==> src/rtl/wsc_pkg.sv <==
`timescale 1ns / 1ps
`default_nettype none
package wsc_pkg;

   // Fixed channel constants
   localparam int PERIOD_SPAN    = 2048;
   localparam int LENGTH_FULL    = 256;
   localparam int STEPS_PER_TICK = 2;
   localparam int SAMPLE_SLOTS   = 32;

   localparam int PERIOD_W  = 11;
   localparam int COUNT_W   = 12;
   localparam int LENGTH_W  = 9;
   localparam int PLAY_W    = $clog2(SAMPLE_SLOTS);
   localparam int ADDR_W    = 4;
   localparam int STORE_D   = 16;
   localparam int BYTE_W    = 8;
   localparam int NIBBLE_W  = 4;
   localparam int OPCODE_W  = 3;
   localparam int CSR_IDX_W = 2;
   localparam int CSR_W     = 11;
   localparam int QUEUE_D   = 2;
   localparam int QPTR_W    = $clog2(QUEUE_D);
   localparam int QCNT_W    = $clog2(QUEUE_D + 1);

   localparam logic [NIBBLE_W-1:0] NIBBLE_MASK = 4'hF;

   // Opcodes of the request channel
   localparam logic [OPCODE_W-1:0] OP_TICK         = 3'd0;
   localparam logic [OPCODE_W-1:0] OP_LENGTH_CLOCK = 3'd1;
   localparam logic [OPCODE_W-1:0] OP_TRIGGER      = 3'd2;
   localparam logic [OPCODE_W-1:0] OP_RAM_WRITE    = 3'd3;
   localparam logic [OPCODE_W-1:0] OP_RAM_READ     = 3'd4;
   localparam logic [OPCODE_W-1:0] OP_LENGTH_LOAD  = 3'd5;

   // Register indexes of the csr port
   localparam logic [CSR_IDX_W-1:0] CSR_PERIOD  = 2'd0;
   localparam logic [CSR_IDX_W-1:0] CSR_VOLUME  = 2'd1;
   localparam logic [CSR_IDX_W-1:0] CSR_LEN_EN  = 2'd2;
   localparam logic [CSR_IDX_W-1:0] CSR_DAC_EN  = 2'd3;

   // Volume codes
   localparam logic [1:0] VOL_MUTE    = 2'd0;
   localparam logic [1:0] VOL_FULL    = 2'd1;
   localparam logic [1:0] VOL_HALF    = 2'd2;
   localparam logic [1:0] VOL_QUARTER = 2'd3;

   typedef enum logic [2:0] {
      CMD_TICK         = 3'd0,
      CMD_LENGTH_CLOCK = 3'd1,
      CMD_TRIGGER      = 3'd2,
      CMD_WRITE        = 3'd3,
      CMD_READ         = 3'd4,
      CMD_LOAD         = 3'd5,
      CMD_NOP          = 3'd6
   } cmd_kind_type;

   typedef struct packed {
      cmd_kind_type        kind;
      logic [ADDR_W-1:0]   ram_index;
      logic [LENGTH_W-1:0] data;      // byte for a write, clamped count for a load
   } cmd_type;

   typedef struct packed {
      logic    valid;
      cmd_type cmd;
   } q_head_type;

   typedef struct packed {
      logic [PERIOD_W-1:0] period_value;
      logic [1:0]          volume_code;
      logic                length_enable;
      logic                dac_enable;
   } cfg_type;

   typedef struct packed {
      logic       tick_live;
      logic       tick_dead;
      logic       is_read;
      logic       play_odd;
      logic [1:0] volume_code;
      logic       chan_on;
      logic       dac_on;
   } mid_type;

endpackage
`default_nettype wire

==> src/rtl/wsc_req_if.sv <==
`timescale 1ns / 1ps
`default_nettype none
interface wsc_req_if;
   logic       valid;
   logic       ready;
   logic [2:0] opcode;
   logic [3:0] ram_index;
   logic [8:0] data_value;

   modport source (output valid, output opcode, output ram_index, output data_value,
                   input ready);
   modport sink   (input valid, input opcode, input ram_index, input data_value,
                   output ready);
endinterface
`default_nettype wire

==> src/rtl/wsc_rsp_if.sv <==
`timescale 1ns / 1ps
`default_nettype none
interface wsc_rsp_if;
   logic       valid;
   logic       ready;
   logic [3:0] sample_level;
   logic [7:0] read_data;
   logic       channel_on;

   modport source (output valid, output sample_level, output read_data, output channel_on,
                   input ready);
   modport sink   (input valid, input sample_level, input read_data, input channel_on,
                   output ready);
endinterface
`default_nettype wire

==> src/rtl/wsc_front.sv <==
`timescale 1ns / 1ps
`default_nettype none
module wsc_front
   import wsc_pkg::*;
(
   input  wire logic   clock,
   input  wire logic   reset,
   wsc_req_if.sink     req_chan,
   input  wire logic   q_pop,
   output q_head_type  q_head
);

   cmd_type             queue_ff [QUEUE_D];
   logic [QPTR_W-1:0]   wr_ptr_ff, wr_ptr_in;
   logic [QPTR_W-1:0]   rd_ptr_ff, rd_ptr_in;
   logic [QCNT_W-1:0]   count_ff, count_in;
   cmd_type             dec_cmd;
   logic                push;
   logic                pop;

   // Classify the opcode and clamp a length load
   always_comb begin
      dec_cmd.ram_index = req_chan.ram_index;
      dec_cmd.data      = req_chan.data_value;
      unique case (req_chan.opcode)
         OP_TICK:         dec_cmd.kind = CMD_TICK;
         OP_LENGTH_CLOCK: dec_cmd.kind = CMD_LENGTH_CLOCK;
         OP_TRIGGER:      dec_cmd.kind = CMD_TRIGGER;
         OP_RAM_WRITE:    dec_cmd.kind = CMD_WRITE;
         OP_RAM_READ:     dec_cmd.kind = CMD_READ;
         OP_LENGTH_LOAD: begin
            dec_cmd.kind = CMD_LOAD;
            if (req_chan.data_value > LENGTH_W'(LENGTH_FULL)) begin
               dec_cmd.data = LENGTH_W'(LENGTH_FULL);
            end
         end
         default:         dec_cmd.kind = CMD_NOP;
      endcase
   end

   assign req_chan.ready = (count_ff != QCNT_W'(QUEUE_D));
   assign push           = req_chan.valid && req_chan.ready;
   assign pop            = q_pop && (count_ff != '0);

   always_comb begin
      wr_ptr_in = wr_ptr_ff;
      rd_ptr_in = rd_ptr_ff;
      count_in  = count_ff;
      if (push) begin
         wr_ptr_in = (wr_ptr_ff == QPTR_W'(QUEUE_D - 1)) ? '0 : wr_ptr_ff + 1'b1;
      end
      if (pop) begin
         rd_ptr_in = (rd_ptr_ff == QPTR_W'(QUEUE_D - 1)) ? '0 : rd_ptr_ff + 1'b1;
      end
      if (push && !pop) begin
         count_in = count_ff + 1'b1;
      end else if (pop && !push) begin
         count_in = count_ff - 1'b1;
      end
   end

   always_ff @(posedge clock) begin
      if (reset) begin
         wr_ptr_ff <= '0;
         rd_ptr_ff <= '0;
         count_ff  <= '0;
      end else begin
         wr_ptr_ff <= wr_ptr_in;
         rd_ptr_ff <= rd_ptr_in;
         count_ff  <= count_in;
      end
   end

   always_ff @(posedge clock) begin
      if (push) begin
         queue_ff[wr_ptr_ff] <= dec_cmd;
      end
   end

   assign q_head.valid = (count_ff != '0);
   assign q_head.cmd   = queue_ff[rd_ptr_ff];

endmodule
`default_nettype wire

==> src/rtl/wsc_back.sv <==
`timescale 1ns / 1ps
`default_nettype none
module wsc_back
   import wsc_pkg::*;
(
   input  wire logic   clock,
   input  wire logic   reset,
   input  q_head_type  q_head,
   input  cfg_type     cfg,
   output logic        q_pop,
   wsc_rsp_if.source   rsp_chan
);

   // Channel state
   logic                channel_en_ff, channel_en_in;
   logic [LENGTH_W-1:0] length_ff, length_in;
   logic [COUNT_W-1:0]  period_cnt_ff, period_cnt_in;
   logic [PLAY_W-1:0]   playhead_ff, playhead_in;
   logic [NIBBLE_W-1:0] out_level_ff;

   // Sample store with per-entry valid bits
   logic [BYTE_W-1:0]   store_mem [STORE_D];
   logic [STORE_D-1:0]  store_vld_ff;
   logic [ADDR_W-1:0]   rd_addr;
   logic                mem_we;

   // Middle stage
   logic                mid_valid_ff;
   mid_type             mid_ff, mid_in;
   logic [BYTE_W-1:0]   rdata_ff;

   // Result register
   logic                rsp_valid_ff;
   logic [NIBBLE_W-1:0] rsp_level_ff, rsp_level_in;
   logic [BYTE_W-1:0]   rsp_rdata_ff;
   logic                rsp_on_ff;

   logic                advance;
   logic                exec;
   logic                live;
   logic [COUNT_W-1:0]  reload;
   logic [COUNT_W-1:0]  tick_cnt;
   logic [PLAY_W-1:0]   tick_play;
   logic [NIBBLE_W-1:0] nib;
   logic [NIBBLE_W-1:0] shaped;
   logic [NIBBLE_W-1:0] level_new;

   assign advance = !rsp_valid_ff || rsp_chan.ready;
   assign q_pop   = advance;
   assign exec    = advance && q_head.valid;
   assign live    = channel_en_ff && cfg.dac_enable;
   assign reload  = COUNT_W'(PERIOD_SPAN) - COUNT_W'(cfg.period_value);

   // Step the period timer for one tick
   always_comb begin
      tick_cnt  = period_cnt_ff;
      tick_play = playhead_ff;
      for (int s = 0; s < STEPS_PER_TICK; s++) begin
         tick_cnt = tick_cnt - 1'b1;
         if (tick_cnt == '0) begin
            tick_cnt  = reload;
            tick_play = (tick_play == PLAY_W'(SAMPLE_SLOTS - 1)) ? '0 : tick_play + 1'b1;
         end
      end
   end

   always_comb begin
      channel_en_in = channel_en_ff;
      length_in     = length_ff;
      period_cnt_in = period_cnt_ff;
      playhead_in   = playhead_ff;
      if (exec) begin
         case (q_head.cmd.kind)
            CMD_TICK: begin
               if (live) begin
                  period_cnt_in = tick_cnt;
                  playhead_in   = tick_play;
               end
            end
            CMD_LENGTH_CLOCK: begin
               if (cfg.length_enable && (length_ff != '0)) begin
                  length_in = length_ff - 1'b1;
                  if (length_ff == LENGTH_W'(1)) begin
                     channel_en_in = 1'b0;
                  end
               end
            end
            CMD_TRIGGER: begin
               if (length_ff == '0) begin
                  length_in = LENGTH_W'(LENGTH_FULL);
               end
               period_cnt_in = reload;
               playhead_in   = '0;
               channel_en_in = cfg.dac_enable;
            end
            CMD_LOAD: length_in = q_head.cmd.data;
            default: ;
         endcase
      end
   end

   assign rd_addr = (q_head.cmd.kind == CMD_TICK) ? tick_play[ADDR_W:1]
                                                  : q_head.cmd.ram_index;
   assign mem_we  = exec && (q_head.cmd.kind == CMD_WRITE);

   always_comb begin
      mid_in.tick_live   = (q_head.cmd.kind == CMD_TICK) && live;
      mid_in.tick_dead   = (q_head.cmd.kind == CMD_TICK) && !live;
      mid_in.is_read     = (q_head.cmd.kind == CMD_READ);
      mid_in.play_odd    = tick_play[0];
      mid_in.volume_code = cfg.volume_code;
      mid_in.chan_on     = channel_en_in;
      mid_in.dac_on      = cfg.dac_enable;
   end

   always_ff @(posedge clock) begin
      if (mem_we) begin
         store_mem[q_head.cmd.ram_index] <= q_head.cmd.data[BYTE_W-1:0];
      end
      if (advance) begin
         rdata_ff <= store_vld_ff[rd_addr] ? store_mem[rd_addr] : '0;
         mid_ff   <= mid_in;
      end
   end

   // Shape the fetched nibble by the volume code
   always_comb begin
      nib = mid_ff.play_odd ? (rdata_ff[NIBBLE_W-1:0] & NIBBLE_MASK)
                            : (rdata_ff[BYTE_W-1:NIBBLE_W] & NIBBLE_MASK);
      unique case (mid_ff.volume_code)
         VOL_FULL:    shaped = nib;
         VOL_HALF:    shaped = nib >> 1;
         VOL_QUARTER: shaped = nib >> 2;
         default:     shaped = '0;
      endcase
      if (mid_ff.tick_live) begin
         level_new = shaped;
      end else if (mid_ff.tick_dead) begin
         level_new = '0;
      end else begin
         level_new = out_level_ff;
      end
      rsp_level_in = (mid_ff.chan_on && mid_ff.dac_on) ? level_new : '0;
   end

   always_ff @(posedge clock) begin
      if (reset) begin
         channel_en_ff <= 1'b0;
         length_ff     <= '0;
         period_cnt_ff <= '0;
         playhead_ff   <= '0;
         out_level_ff  <= '0;
         store_vld_ff  <= '0;
         mid_valid_ff  <= 1'b0;
         rsp_valid_ff  <= 1'b0;
      end else begin
         channel_en_ff <= channel_en_in;
         length_ff     <= length_in;
         period_cnt_ff <= period_cnt_in;
         playhead_ff   <= playhead_in;
         if (mem_we) begin
            store_vld_ff[q_head.cmd.ram_index] <= 1'b1;
         end
         if (advance) begin
            mid_valid_ff <= q_head.valid;
            rsp_valid_ff <= mid_valid_ff;
            if (mid_valid_ff) begin
               out_level_ff <= level_new;
            end
         end
      end
   end

   always_ff @(posedge clock) begin
      if (advance && mid_valid_ff) begin
         rsp_level_ff <= rsp_level_in;
         rsp_rdata_ff <= mid_ff.is_read ? rdata_ff : '0;
         rsp_on_ff    <= mid_ff.chan_on;
      end
   end

   assign rsp_chan.valid        = rsp_valid_ff;
   assign rsp_chan.sample_level = rsp_level_ff;
   assign rsp_chan.read_data    = rsp_rdata_ff;
   assign rsp_chan.channel_on   = rsp_on_ff;

endmodule
`default_nettype wire

==> src/rtl/wavetable_sound_channel.sv <==
// Wavetable sound channel: 32 four-bit samples in a 16-byte store.
// Requests arrive on req_chan as valid/ready transactions carrying an opcode
// (tick, length clock, trigger, store write, store read, length load), a store
// byte index and a data value. Every request yields exactly one rsp_chan
// transaction with the output level, the store byte for a read (zero
// otherwise) and the channel enable after the request took effect.
// The csr port writes period, volume code, length enable and DAC enable; write
// it only while no request is in flight.
// Throughput: one request per cycle while rsp_chan is not stalled. An accepted
// request passes through the queue, the middle stage and the result register;
// the tick's two timer steps and the sample store read feed the middle stage,
// the nibble shaping feeds the result register.
// The front decodes requests into a two-entry queue; req_chan.ready drops only
// when that queue is full. When the receiver stalls rsp_chan, the result and
// the back pipeline hold while the queue keeps taking up to two requests.
// Synchronous reset clears all channel state, the sample store (through
// per-byte valid bits, no clearing pass), the csr registers and the queue.
`timescale 1ns / 1ps
`default_nettype none
module wavetable_sound_channel
   import wsc_pkg::*;
(
   input  wire logic                 clock,
   input  wire logic                 reset,
   wsc_req_if.sink                   req_chan,
   wsc_rsp_if.source                 rsp_chan,
   input  wire logic                 csr_write_enable,
   input  wire logic [CSR_IDX_W-1:0] csr_index,
   input  wire logic [CSR_W-1:0]     csr_write_data
);

   cfg_type    cfg_ff, cfg_in;
   q_head_type q_head;
   logic       q_pop;

   // Decode csr writes; all four indexes name a register
   always_comb begin
      cfg_in = cfg_ff;
      if (csr_write_enable) begin
         unique case (csr_index)
            CSR_PERIOD: cfg_in.period_value  = csr_write_data[PERIOD_W-1:0];
            CSR_VOLUME: cfg_in.volume_code   = csr_write_data[1:0];
            CSR_LEN_EN: cfg_in.length_enable = csr_write_data[0];
            CSR_DAC_EN: cfg_in.dac_enable    = csr_write_data[0];
            default: ;
         endcase
      end
   end

   always_ff @(posedge clock) begin
      if (reset) begin
         cfg_ff <= '0;
      end else begin
         cfg_ff <= cfg_in;
      end
   end

   // Front: accept and classify, buffer in the queue
   wsc_front u_front (
      .clock    (clock),
      .reset    (reset),
      .req_chan (req_chan),
      .q_pop    (q_pop),
      .q_head   (q_head)
   );

   // Back: execute against channel state, fetch and shape, drive the result
   wsc_back u_back (
      .clock    (clock),
      .reset    (reset),
      .q_head   (q_head),
      .cfg      (cfg_ff),
      .q_pop    (q_pop),
      .rsp_chan (rsp_chan)
   );

   // A disabled channel reports silence
   assert property (@(posedge clock) disable iff (reset)
      (rsp_chan.valid && !rsp_chan.channel_on) |-> (rsp_chan.sample_level == '0))
      else $error("nonzero level while channel is off");

   // Backpressure on requests only comes from a full queue
   assert property (@(posedge clock) disable iff (reset)
      !req_chan.ready |-> q_head.valid)
      else $error("request stalled with empty queue");

   // No result straight out of reset
   assert property (@(posedge clock) disable iff (reset)
      $past(reset) |-> !rsp_chan.valid)
      else $error("result valid right after reset");

   // A queued command with a free result slot is taken
   assert property (@(posedge clock) disable iff (reset)
      (q_head.valid && !rsp_chan.valid) |-> q_pop)
      else $error("queue head not taken with free result slot");

endmodule
`default_nettype wire
==> src/flat_wrapper.sv <==
// flat-port wrapper written by rule: the top's interface ports become plain ports
module wavetable_sound_channel_flat import wsc_pkg::*;
  (clock, reset, csr_write_enable, csr_index, csr_write_data, req_chan_valid, req_chan_opcode, req_chan_ram_index, req_chan_data_value, req_chan_ready, rsp_chan_valid, rsp_chan_sample_level, rsp_chan_read_data, rsp_chan_channel_on, rsp_chan_ready);
  wsc_req_if req_chan_i ();
  wsc_rsp_if rsp_chan_i ();
  input  wire logic clock;
  input  wire logic reset;
  input  wire logic csr_write_enable;
  input  wire logic [CSR_IDX_W-1:0] csr_index;
  input  wire logic [CSR_W-1:0] csr_write_data;
  input wire logic [$bits(req_chan_i.valid)-1:0] req_chan_valid;
  input wire logic [$bits(req_chan_i.opcode)-1:0] req_chan_opcode;
  input wire logic [$bits(req_chan_i.ram_index)-1:0] req_chan_ram_index;
  input wire logic [$bits(req_chan_i.data_value)-1:0] req_chan_data_value;
  output wire logic [$bits(req_chan_i.ready)-1:0] req_chan_ready;
  output wire logic [$bits(rsp_chan_i.valid)-1:0] rsp_chan_valid;
  output wire logic [$bits(rsp_chan_i.sample_level)-1:0] rsp_chan_sample_level;
  output wire logic [$bits(rsp_chan_i.read_data)-1:0] rsp_chan_read_data;
  output wire logic [$bits(rsp_chan_i.channel_on)-1:0] rsp_chan_channel_on;
  input wire logic [$bits(rsp_chan_i.ready)-1:0] rsp_chan_ready;
  assign req_chan_i.valid = req_chan_valid;
  assign req_chan_i.opcode = req_chan_opcode;
  assign req_chan_i.ram_index = req_chan_ram_index;
  assign req_chan_i.data_value = req_chan_data_value;
  assign req_chan_ready = req_chan_i.ready;
  assign rsp_chan_valid = rsp_chan_i.valid;
  assign rsp_chan_sample_level = rsp_chan_i.sample_level;
  assign rsp_chan_read_data = rsp_chan_i.read_data;
  assign rsp_chan_channel_on = rsp_chan_i.channel_on;
  assign rsp_chan_i.ready = rsp_chan_ready;
  wavetable_sound_channel u_core (.clock(clock), .reset(reset), .req_chan(req_chan_i), .rsp_chan(rsp_chan_i), .csr_write_enable(csr_write_enable), .csr_index(csr_index), .csr_write_data(csr_write_data));
endmodule
==> config.mk <==
export PLATFORM = sky130hd
export DESIGN_NAME = wavetable_sound_channel_flat
export DESIGN_NICKNAME = d
export VERILOG_FILES = /design/src/rtl/wsc_pkg.sv /design/src/rtl/wsc_req_if.sv /design/src/rtl/wsc_rsp_if.sv /design/src/rtl/wsc_front.sv /design/src/rtl/wsc_back.sv /design/src/rtl/wavetable_sound_channel.sv /design/src/flat_wrapper.sv
export SDC_FILE = /design/constraint.sdc
export NUM_CORES = 1
export LEC_CHECK = 0
export BUFFER_PORTS_ARGS = -buffer_cell sky130_fd_sc_hd__buf_2
export CORE_MARGIN = 4
export CORE_UTILIZATION = 30
export CTS_CLUSTER_DIAMETER = 60
export DETAILED_ROUTE_END_ITERATION = 8
export GPL_TIMING_DRIVEN = 0
export SLEW_MARGIN = 20
export SYNTH_ARGS = -nofsm -noshare
export SYNTH_HDL_FRONTEND = slang
export SYNTH_SLANG_ARGS = --single-unit
==> constraint.sdc <==
create_clock -name clock -period 6.45 [get_ports clock]
set_input_delay 0.3225 -clock clock [delete_from_list [all_inputs] [get_ports clock]]
set_output_delay 0.3225 -clock clock [all_outputs]
set_load 0.005 [all_outputs]
Yosys cells after proc, flatten, opt, wreduce, memory -nomap -nowiden
Memory sizes are Yosys's and may differ from the RTL's. A register that Yosys moved wholly into a read port is not among the register bits.
Cells that the tools add are included.
Widths: inputs -> output; s select.

cells by class
  reduce and logical (&&, ||, !) cells = 36
  equality and inequality tests = 23
  shift-type cells = 0
  bitwise operators = 1
  multiply operators = 0
  add/subtract/negate cells = 10
  order comparisons = 4
  div/mod/pow operators = 0
  muxes and demuxes = 39

operators with widths
  operator                count
  $mux 12                 3
  $mux 9                  4
  $pmux 9 s3              1
  $mux 5                  5
  $logic_not 12->1        2
  $pmux 12 s2             1
  $sub 12x1->12 const B   2
  $pmux 3 s6              1
  $mux 4                  4
  $or 16x16->16           1
  $mux 1                  13
  $eq 3x2->1 const B      4
  $eq 3x3->1 const B      4
  $logic_and 1x1->1       12
  $pmux 4 s3              1
  $sub 12x11->12 const A  1
  $add 5x1->5 const B     2
  $eq 5x5->1 const B      2
  $lt 4x5->1 const B      2
  $pmux 5 s2              1
  $reduce_and 2->1        5
  $eq 9x1->1 const B      1
  $gt 9x9->1 const B      1
  $logic_not 9->1         1
  other kinds (22)        39

storage, ports and cells
  bits in read-only memories = 0
  memory bits (writable) = 160
  bits of input ports = 34
  flip-flop bits (word level) = 89
  memories kept = 2
  latch bits = 0
  word-level logic and storage cells = 140

memories
  name                     words  bits a word  read ports  clocked after Yosys merged registers in  wr ports  line             RTL
  u_core.u_back.store_mem  16     8            1           1                                        1         wsc_back.sv:22   logic [BYTE_W-1:0] store_mem [STORE_D];
  u_core.u_front.queue_ff  2      16           1           1                                        1         wsc_front.sv:13  cmd_type queue_ff [QUEUE_D];

Depth between registers and ports, before layout
  depth in word-level cells = 10
  mapped depth = 28

By module
A second synthesis with hierarchy kept.

second synthesis, totals
  cells, all modules = 1078
  area, all modules = 12684.7 um^2

by module, submodules not included
  module                   area an instance (um^2)  seq. area each (um^2)  instances  cells each
  wsc_back                 10555.1                  5695.5                 1          928
  wsc_front                1458.9                   1061.0                 1          87
  wavetable_sound_channel  670.6                    300.3                  1          63

Least setup slack after synthesis
Ideal clock, no wire load.

  path kind = flip-flop to flip-flop
  start point = reg u_core.u_back.period_cnt_ff[0]
  end point = reg u_core.u_back.rdata_ff[0] (read register of u_core.u_back.store_mem) (data pin)
  slack = 0.804 ns
  setup time = 0.274 ns
  arrival time = 5.372 ns
  stages on the path, launching flop included = 28
  data required time = 6.176 ns
  cell sequence = dfxtp_1 > clkbuf_1 > inv_1 > ha_1 > clkbuf_1 > nor4b_1 > a31oi_1 > nor4b_2 > nand4_1 > buf_2 > clkbuf_1 > nand2_1 > o21ai_0 > ha_1 > a21oi_1 > o22ai_1 > a32oi_1 > xnor2_1 > o22a_1 > nand4b_1 > or3_1 > buf_6 > a211oi_2 > or3_1 > clkbuf_2 > o22ai_1 > nor4_4 > a31oi_1

between the ends
  longest elaborated chain between the ends = 10
  elaborated cells between the ends (all ways) = 14
  classes of those cells = 3 x add/sub; 1 x eq/ne; 7 x mux; 3 x reduce/logical

ends and longest elaborated chain
  element                                     line                            RTL
  start: declaration                          wsc_back.sv:17                  logic [COUNT_W-1:0] period_cnt_ff, period_cnt_in;
  start signal: assignment                    wsc_back.sv:159                 period_cnt_ff <= period_cnt_in;
  $sub 12x1->12 *                             wsc_back.sv:59                  tick_cnt = tick_cnt - 1'b1;
  $logic_not 12->1                            wsc_back.sv:60                  if (tick_cnt == '0) begin
  $mux 12 or $mux 5 (tied branches)           wsc_back.sv:60
  $sub 12x1->12 (tied with other cells)       wsc_back.sv:59
  $logic_not 12->1 or $mux 5 (tied branches)  wsc_back.sv:60, wsc_back.sv:62
  $mux 5 *                                    wsc_back.sv:60
  $mux 4 *                                    wsc_back.sv:102                 assign rd_addr = (q_head.cmd.kind == CMD_TICK) ? tick_play[ADDR_W:1]
  $bmux 1 s4                                  wsc_back.sv:121                 rdata_ff <= store_vld_ff[rd_addr] ? store_mem[rd_addr] : '0;
  $mux 1 (not written as such)                wsc_back.sv:121
  $logic_not 1->1 (no line)                   n/a
  end: declaration                            wsc_back.sv:30                  logic [BYTE_W-1:0] rdata_ff;

Every way passes the cells marked *; elsewhere a longest branch is shown, timed or not. The select of a mux whose other input is x is not followed.
A chain may end at the register's enable or synchronous reset.

Worst setup path in the final report
  start point = reg u_core.u_back.period_cnt_ff[0]
  end point = reg u_core.u_back.rdata_ff[2] (read register of u_core.u_back.store_mem) (data pin)

Same word-level chain as after synthesis.

==> results_dict.tcl <==
set metrics [dict create \
    dr.first_iter.drc_count 637 \
    cp.required_ps 6830 \
    n_fill_cell 3957 \
    rows 73 \
    hold_viol 0 \
    cts_sinks 258 \
    post-place-cells 1642 \
    hold_path_depth 3 \
    ys_ff_latch 258 \
    max_freq_mhz 162.2 \
    power.density_mw_per_mm2 404.5 \
    slowest_stage "or3_1" \
    cts_buffer_depth 3 \
    path_common_cell "buf_6" \
    hold_class "in -> reg" \
    syn_nets 1116 \
    die_h_microns 210.7 \
    start_util_pct 30.67 \
    place_congestion 0.8766 \
    slew_viol_final 0 \
    grt_first_pass_wirelength_mm 47.78 \
    io_pins 49 \
    start_kind "flop" \
    design_area_sq_mm 0.01454 \
    cp.arrival_ps 6540 \
    max_stage_delay_ps 390 \
    yosysWarnings 0 \
    synth.distinct_cells 77 \
    clk_pin_slew_ps 60 \
    io_buffers 47 \
    ir_drop_mv 0.2156 \
    hpwl_mm 21.94 \
    dp_slack_ps -978.0 \
    cp_max_fo 10 \
    critPathKind "reg -> reg" \
    grt_pass1_vias 8257 \
    viasPerCell 5.069 \
    seq_area_sq_mm 0.007057 \
    finalSetupViolations 0 \
    drive_gt1_share_pct 15.49 \
    firstDrtPassIters 5 \
    grtUsageTotal_pct 13.53 \
    drtAntennaViolNets 0 \
    ys_seq_area_share_pct 57.25 \
    period_share_pct 95.56 \
    drc 0 \
    synthCells 1070 \
    core_area_sq_mm 0.04019 \
    grt_max_degree 22 \
    synth_area_per_cell_sq_um 11.52 \
    layout.nets 1211 \
    numCtsBuffers 29 \
    dieArea_sq_mm 0.04439 \
    end_kind "flop" \
    status "finished clean" \
    clock_skew_ps 26.05 \
    maxCapViolations 0 \
    htree_levels 1 \
    post-route-worst-setup-slack_ps 286.4 \
    die_w_microns 210.7 \
    power.leakage_uw 0.005075 \
    post_drt_wl_per_cell_microns 17.99 \
    synth_edf_count 189 \
    ys.flop_type "edfxtp_1" \
    multi_input_area_sq_mm 0.005000 \
    vias 8683 \
    rsz0062_at_grt "false" \
    async_reset_ff_share_pct 0 \
    hold_slack_ps 36.78 \
    tns_ps 0 \
    instances_no_fill 1713 \
    reg2regPathDepth 29 \
    syn_area_sq_mm 0.01233 \
    synthToLayoutAreaGrowth_pct 18.00 \
    slew_headroom_pct 32.17 \
    period_minus_slack_ps 6164 \
    cts_root_buf "clkbuf_16" \
    clkLatencyLatePin_ps 560 \
    dpl_cell_area_sq_mm 0.01322 \
    num_antenna_cells 0 \
    tightestPinTransition_ps 1017 \
    grt-ovfl-total 0 \
    antenna_found_initial 0 \
    cts_tree "done" \
    wirelength_mm 30.82 \
]
-- flip-flops by register name, summed over array words and instances (netlist names), 8 cells and up, named ones only --
| name | count |
|---|---|
| u_core.cfg_ff | 15 |
| u_core.u_back.length_ff | 9 |
| u_core.u_back.mid_ff | 8 |
| u_core.u_back.period_cnt_ff | 12 |
| u_core.u_back.rdata_ff | 8 |
| u_core.u_back.rsp_chan.read_data | 8 |
| u_core.u_back.store_mem | 128 |
| u_core.u_back.store_vld_ff | 16 |
| u_core.u_front.queue_ff | 32 |
-- cell usage in the layout (no fill, tap or decap), types with 12 or more instances in the layout --
cell,synthesis,layout
clkbuf_1,33,33
o21ai_0,35,34
dfxtp_1,69,69
mux2i_1,98,98
buf_4,7,18
o22a_1,18,18
a21oi_1,35,33
xnor2_1,24,24
mux2_2,14,14
inv_1,24,24
buf_2,10,54
clkbuf_16,0,29
nand2_1,58,58
nor3_1,20,20
nand3_1,27,26
xor2_1,12,12
o22ai_1,22,21
nand2b_1,13,13
edfxtp_1,189,189
nor2_1,150,149
and2_1,22,22
-- kinds of logic after synthesis --
logic type	synth area share [%]
AND/OR/NAND/NOR	15.34
multiplexers	9.603
buffers and inverters	3.076
adder cells (fa/ha/maj)	1.218
XOR/XNOR	2.558
AO/OA/AOI/OAI	10.95
flip-flops	57.25
-- power by group --
group | switching, uW | internal (uW) | leakage (uW) | total (uW)
Clock | 691 | 1060 | 0.000496 | 1750
Sequential | 77.1 | 2010 | 0.00233 | 2080
Combinational | 1280 | 775 | 0.00225 | 2050
-- layout make-up --
type	instances	share of cell area, %
timing repair buffer	65	2.710
multi-input combinational	730	34.38
clock inverter	17	1.600
clock buffer	37	5.540
sequential	258	48.52
inverter	24	0.6194
tap	525	4.517
buffer	57	2.116
-- synth_stat cells, types with 11 or more instances --
library cell  number  share of area, %
o22a_1            18               1.3
dfxtp_1           69                11
nor3_1            20              0.81
nor2_1           150               4.6
ha_1              12               1.2
mux2_2            14               1.3
inv_1             24              0.73
edfxtp_1         189                46
xnor2_1           24               1.7
and2_1            22               1.1
nand2b_1          13              0.66
o21ai_0           35               1.4
a21oi_1           35               1.4
o22ai_1           22               1.1
mux2i_1           98               8.0
nand3_1           27               1.1
a211oi_1          11              0.67
xor2_1            12              0.85
clkbuf_1          33               1.0
nand2_1           58               1.8
a31oi_1           16              0.81
-- metal layers --
layer | wire length (microns) | vias to the layer above | global-route usage, %
met5 | 0 | - | 0
met4 | 762 | 0 | 3.778
met3 | 1764 | 45 | 2.109
met2 | 13310 | 255 | 20.30
met1 | 14990 | 4205 | 20.32
li1 | - | 4178 | -
-- critical path, delay by kind of cell (launching register included) --
family,cells,cell delay [ps]
AOI/OAI and AO/OA,9,1640
xor gates and xnor gates,1,90
adders and majority gates,2,420
buffers and inverters,9,1520
DFF,1,340
and+or+nand+nor,8,1970
-- repair_timing --
| item | CTS | global route |
|---|---|---|
| resized for setup | 13 | 20 |
| setup endpoints to repair | 12 | 8 |
| pin swaps | 6 | 4 |
| hold buffers | 8 | 0 |
| endpoints found under the hold margin | 12 | 0 |
| setup buffers | 6 | 4 |
-- path summary, 6_finish.rpt --
kind / startpoint / endpoint / slack, ps
setup reg to reg: u_core.u_back.period_cnt_ff[0]$_SDFFE_PP0P_ / u_core.u_back.rdata_ff[2]$_SDFFCE_PN0N_ / 290
hold / removal: csr_write_data[9] / u_core.cfg_ff[13]$_SDFFE_PP0P_ / 40
setup / recovery: u_core.u_back.period_cnt_ff[0]$_SDFFE_PP0P_ / u_core.u_back.rdata_ff[2]$_SDFFCE_PN0N_ / 290
hold reg to reg: u_core.cfg_ff[3]$_SDFFE_PP0P_ / u_core.u_back.mid_ff[3]$_DFFE_PN_ / 450
-- per-stage QoR --
step	util (%)	power, uW
final	36.19	5883
after global routing	36.19	6195
after floorplan	-	3547
after detailed placement	32.90	4102
after global placement	32.89	4076
after CTS	35.90	5898
Note: power is estimated with default switching activity, not from simulation.
